**src/rtl/dcwh_pkg.sv**
```systemverilog
// Shared constants, codes, item type and bit-count helper for the
// dual code weight histogram. No dependencies.
`default_nettype none

package dcwh_pkg;

    localparam int CHECK_BITS    = 30;
    localparam int COLUMNS       = 512;
    localparam int COLS_PER_CELL = 32;
    localparam int CELLS         = COLUMNS / COLS_PER_CELL;
    localparam int CELL_ID_W     = $clog2(CELLS);
    localparam int CELL_COL_W    = $clog2(COLS_PER_CELL);
    localparam int HIST_DEPTH    = CHECK_BITS + COLUMNS + 1;
    localparam int HIST_AW       = $clog2(HIST_DEPTH);

    localparam int CMD_W     = 2;
    localparam int COL_IDX_W = 9;
    localparam int WEIGHT_W  = 10;
    localparam int BIN_W     = 10;
    localparam int COUNT_W   = 30;
    localparam int UCOLS_W   = 10;
    localparam int UBITS_W   = 5;
    localparam int APB_AW    = 3;
    localparam int APB_DW    = 32;

    localparam logic [COUNT_W-1:0] BIN_MAX = {COUNT_W{1'b1}};

    localparam logic [CMD_W-1:0] CMD_LOAD  = 2'd0;
    localparam logic [CMD_W-1:0] CMD_COUNT = 2'd1;
    localparam logic [CMD_W-1:0] CMD_READ  = 2'd2;
    localparam logic [CMD_W-1:0] CMD_NONE  = 2'd3;

    localparam logic REG_USED_COLUMNS    = 1'b0;
    localparam logic REG_USED_CHECK_BITS = 1'b1;

    // One request as it travels down the row of cells
    typedef struct packed {
        logic [CMD_W-1:0]      kind;
        logic [COL_IDX_W-1:0]  col_idx;
        logic [CHECK_BITS-1:0] col_val;
        logic [CHECK_BITS-1:0] word;
        logic [WEIGHT_W-1:0]   weight;
        logic [BIN_W-1:0]      bin;
    } dcwh_item_t;

    typedef struct packed {
        logic clearing;
        logic take;
    } dcwh_hist_status_t;

    // Balanced adder tree over 32 bits
    function automatic logic [5:0] ones32(input logic [31:0] v);
        logic [1:0] s1 [16];
        logic [2:0] s2 [8];
        logic [3:0] s3 [4];
        logic [4:0] s4 [2];
        for (int i = 0; i < 16; i++)
        begin
            s1[i] = {1'b0, v[2*i]} + {1'b0, v[2*i+1]};
        end
        for (int i = 0; i < 8; i++)
        begin
            s2[i] = {1'b0, s1[2*i]} + {1'b0, s1[2*i+1]};
        end
        for (int i = 0; i < 4; i++)
        begin
            s3[i] = {1'b0, s2[2*i]} + {1'b0, s2[2*i+1]};
        end
        for (int i = 0; i < 2; i++)
        begin
            s4[i] = {1'b0, s3[2*i]} + {1'b0, s3[2*i+1]};
        end
        return {1'b0, s4[0]} + {1'b0, s4[1]};
    endfunction

endpackage

`default_nettype wire

```
**src/rtl/dcwh_cell.sv**
```systemverilog
// One cell of the column row: holds a slice of columns, adds their parities
// to a passing count request and captures column loads aimed at it. Uses dcwh_pkg.
`default_nettype none

module dcwh_cell import dcwh_pkg::*;
(
    input  wire logic                 clk,
    input  wire logic                 rst_n,
    input  wire logic [CELL_ID_W-1:0] cell_id,
    input  wire logic [UCOLS_W-1:0]   used_cols,
    input  wire logic                 adv,
    input  wire logic                 up_valid,
    input  wire dcwh_item_t           up_item,
    output logic                      dn_valid,
    output dcwh_item_t                dn_item
);

    logic [CHECK_BITS-1:0] cols_reg [COLS_PER_CELL];
    logic                  valid_reg;
    dcwh_item_t            item_reg;
    dcwh_item_t            item_next;
    logic [31:0]           par;
    logic                  load_here;

    always_comb
    begin
        par = '0;
        for (int j = 0; j < COLS_PER_CELL; j++)
        begin
            par[j] = (^(up_item.word & cols_reg[j]))
                     && ({1'b0, cell_id, CELL_COL_W'(j)} < used_cols);
        end
    end

    always_comb
    begin
        item_next = up_item;
        if (up_item.kind == CMD_COUNT)
        begin
            item_next.weight = up_item.weight + {{(WEIGHT_W-6){1'b0}}, ones32(par)};
        end
    end

    assign load_here = adv && up_valid && (up_item.kind == CMD_LOAD)
                       && (up_item.col_idx[COL_IDX_W-1:CELL_COL_W] == cell_id);

    // Column store: written as the load passes, read at fixed places
    always_ff @(posedge clk)
    begin
        if (load_here)
        begin
            cols_reg[up_item.col_idx[CELL_COL_W-1:0]] <= up_item.col_val;
        end
    end

    always_ff @(posedge clk or negedge rst_n)
    begin
        if (!rst_n)
        begin
            valid_reg <= 1'b0;
        end
        else if (adv)
        begin
            valid_reg <= up_valid;
        end
    end

    always_ff @(posedge clk)
    begin
        if (adv && up_valid)
        begin
            item_reg <= item_next;
        end
    end

    assign dn_valid = valid_reg;
    assign dn_item  = item_reg;

endmodule

`default_nettype wire

```
**config.mk**
```make
export PLATFORM = sky130hd
export DESIGN_NAME = dcwh_cell
export DESIGN_NICKNAME = d
export VERILOG_FILES = /design/src/rtl/dcwh_pkg.sv /design/src/rtl/dcwh_cell.sv
export SDC_FILE = /design/constraint.sdc
export NUM_CORES = 2
export LEC_CHECK = 0
export BUFFER_PORTS_ARGS = -buffer_cell sky130_fd_sc_hd__buf_2
export CELL_PAD_IN_SITES_DETAIL_PLACEMENT = 1
export CELL_PAD_IN_SITES_GLOBAL_PLACEMENT = 2
export CORE_UTILIZATION = 35
export CTS_CLUSTER_SIZE = 30
export DETAILED_ROUTE_END_ITERATION = 8
export PLACE_DENSITY_LB_ADDON = 0.12
export SYNTH_ARGS = -nofsm -noshare
export SYNTH_HDL_FRONTEND = slang
export SYNTH_SLANG_ARGS = --single-unit
```
**constraint.sdc**
```tcl
create_clock -name clk -period 8.35 [get_ports clk]
set_input_delay 1.2525 -clock clk [delete_from_list [all_inputs] [get_ports clk]]
set_output_delay 1.2525 -clock clk [all_outputs]
set_load 0.05 [all_outputs]
```
==> results.cfg <==
[logic_synthesis]
yosysSeqAreaShare_pct = 68.2
syn_inst = 3223
synth_ff_type = edfxtp_1
synth_nets = 3378
yosysTopAreaCellShare_pct = 68.1
ys_ff_latch = 1052
yosysMostFrequentCell = edfxtp_1
ys_top_cells_by_area = edfxtp_1, xnor2_1, nand2_1
synth_area_leader_cell = edfxtp_1
synth-async-reset-ratio_pct = 0.0951
netlist_area_mm2 = 0.0463
ys_types = 45
synth_edf_count = 1051
postSynthAreaPerCell_um2 = 14.4
synth.top_cells.by_count = edfxtp_1, nand2_1, xnor2_1
yosys_warnings = 0

[worst_setup_path]
r2r_end = dn_item[16]$_DFFE_PP_
crit_type = input pin to flop
r2r_cells = 25
rrSetupSlack_ps = 860
crit_path_end_kind = flop
crit_fanout = 9
crit_family = adder cells
timing.critical_path.mode_cell = fa_1
critPathMaxStageDelay_ps = 550
start_kind = input pin
startpoint = up_item[38]
worstPathBufferInverterCount = 6
critical_path_arrival_ps = 8450
reg2reg_from = cols_reg[20][24]$_DFFE_PP_
required_ps = 8800
slowest_stage = fa_1

[final_layout]
largest_register_ffs = 960
drive_gt1_share_pct = 19.1
final_nets = 3923
synthToLayoutAreaGrowth_pct = 20.6
layout.cells.non_filler = 5623
fillers = 13500

[placed_design]
dp_slack_ps = -420
io_buffers = 200
gp_congestion = 0.867
hpwlAfterDp_um = 107000
dp_cells = 5403

[global_route]
grt_overflow = 0
use_met1_pct = 35.8
gr-usage-met2_pct = 42.3
grt_pass1_wl_um = 235000
antenna_found_initial = 28
gr-usage-met3_pct = 2.98
grt_max_degree = 51
grt-busiest-layer = met2
grt_pass1_vias = 29000
track_usage_pct = 25.5

[pwr]
leakagePower_nw = 20.3
p_per_area_mw_per_mm2 = 347
power_frac_comb_pct = 43.1
pwr-share-clk_pct = 26.3
irDropWorstVdd_uv = 1060
swShare_pct = 34.8
p_sw_w = 0.00676
p_int_w = 0.0126
sequentialPowerShare_pct = 30.7

[timing]
worstMarginPinSlew_ps = 1130
slew_violations = 0
setup_slack_ps = 349
min_period_over_period_pct = 95.8
clock_skew_ps = 27.2
hold_viol_final = 0
fmax_mhz = 125
layout_min_cycle_time_ps = 8000
relSlewSlack_pct = 24.6
rsz0062_at_grt = no
finalSetupViolCount = 0

[run]
max_cap_violations = 0

[routing]
vias = 27900
routed_via_density = 4.96
wl_per_cell_um = 30.4
postRouteWirelength_um = 171000
drc = 0
drt_iter0_markers = 2782
detail-route-antenna-nets = 0
first_pass_iters = 7

[clock_network]
cts.sinks = 1052
clockBufferDepth = 3
cts_tree = done
postCtsHoldBufs = 0
post_cts_buffers = 0
cts_htree_levels = 3
cts_resized = 0
cts_buffers = 118
clk_pin_slew_ps = 60
clock_latency_ps = 750
root_buffer = clkbuf_16

[min_path]
min_path_type = input pin to asynchronous set/reset pin

[floorplan]
io-pin-count = 201
initial_utilization_pct = 35.2
row_count = 133
die_x_um = 366
fp.dieH_um = 366
coreArea_mm2 = 0.131
dieArea_mm2 = 0.134

[run_status]
outcome = complete, no violations
[final cells by class]
| cell class | count | area (um^2) | area share (%) |
|---|---|---|---|
| Sequential cell | 1052 | 31600 | 56.5 |
| Clock buffer | 145 | 3140 | 5.61 |
| Clock inverter | 70 | 589 | 1.05 |
| Antenna cell | 5 | 12.5 | 0.0224 |
| Timing Repair Buffer | 525 | 4030 | 7.21 |
| Inverter | 34 | 130 | 0.233 |
| Tap cell | 1755 | 2200 | 3.93 |
| Multi-Input combinational cell | 2037 | 14200 | 25.4 |
[layer usage]
metal	part of all wire [%]	vias to the layer above	wire, um
met5	0.0059	-	10
met4	2.2	2	3700
met3	5.4	198	9170
met2	48	888	82000
met1	44	14700	75800
li1	-	12100	-
[cell families (layout without fill, tap and decap cells)]
logic type,after synthesis,after routing,share of synthesized area [%]
flip-flops,1052,1052,68.2
AND/OR/NAND/NOR,1096,1096,9.15
buffers and inverters,134,774,1.50
adder cells (fa/ha/maj),46,46,1.66
other,0,5,0
XOR/XNOR,839,839,18.8
AO/OA/AOI/OAI,56,56,0.767
[worst reg2reg max path, stage by stage (launching register included)]
cell and delay [ps]:
edfxtp_1 320, nand2_1 80, xnor2_1 240, xnor3_1 450
xnor3_1 250, xnor3_1 690, nand3_1 170, fa_1 500
fa_1 550, inv_1 70, fa_1 520, inv_1 70
fa_1 470, fa_1 550, inv_1 60, fa_1 480
inv_1 90, fa_1 210, inv_1 60, fa_1 380
a21o_1 200, a21oi_1 190, o21bai_1 90, a21oi_1 280
xnor2_1 160, o21ai_0 100
[layout by cell type, fill, tap and decap left out, types with 6 or more instances in the layout]
cell       count
edfxtp_1    1051
nand2_1      994
xnor2_1      553
buf_4        290
buf_2        190
xor2_1       187
clkbuf_16    119
xnor3_1       96
buf_12        45
inv_1         33
clkinv_1      29
fa_1          26
clkinv_2      24
nor2_2        22
ha_1          20
clkbuf_1      20
nand3_1       18
a21oi_1       15
o21ai_0       15
nor2_1        14
nor2_4        10
nor2b_1        8
bufinv_16      8
nor3_1         6
clkbuf_8       6
[power groups by stage]
stage	logic, W	registers (W)	clock network [W]
finish	0.00836	0.00595	0.00509
global route	0.00923	0.00595	0.00538
CTS	0.00851	0.00595	0.00520
detailed placement	0.00848	0.00606	0
global placement	0.00841	0.00606	0
floorplan	0.00505	0.00624	0
[through the flow]
step / power [W] / cell area, um^2 / hold WS (ps) / setup TNS [ps] / utilization [%]
after floorplan: 0.0113 / 46300 / 748 / 0 / -
after global placement: 0.0145 / 52100 / 511 / -1020 / 39.7
after detailed placement: 0.0145 / 52100 / 542 / -1680 / 39.7
after CTS: 0.0197 / 55900 / 237 / 0 / 42.5
after global routing: 0.0206 / 55900 / 253 / 0 / 42.5
final: 0.0194 / 55900 / 294 / 0 / 42.5
[worst max path at each step]
| stage | to | slack, ps | cells after the start |
|---|---|---|---|
| floorplan | dn_item[16]$_DFFE_PP_ | 710 | 26 |
| global placement | dn_item[16]$_DFFE_PP_ | -320 | 26 |
| detailed placement | dn_item[16]$_DFFE_PP_ | -420 | 26 |
| CTS | dn_item[16]$_DFFE_PP_ | 350 | 26 |
| global route | dn_item[16]$_DFFE_PP_ | 40 | 26 |
| finish | dn_item[16]$_DFFE_PP_ | 350 | 26 |
Power figures use the tool's default switching activity.
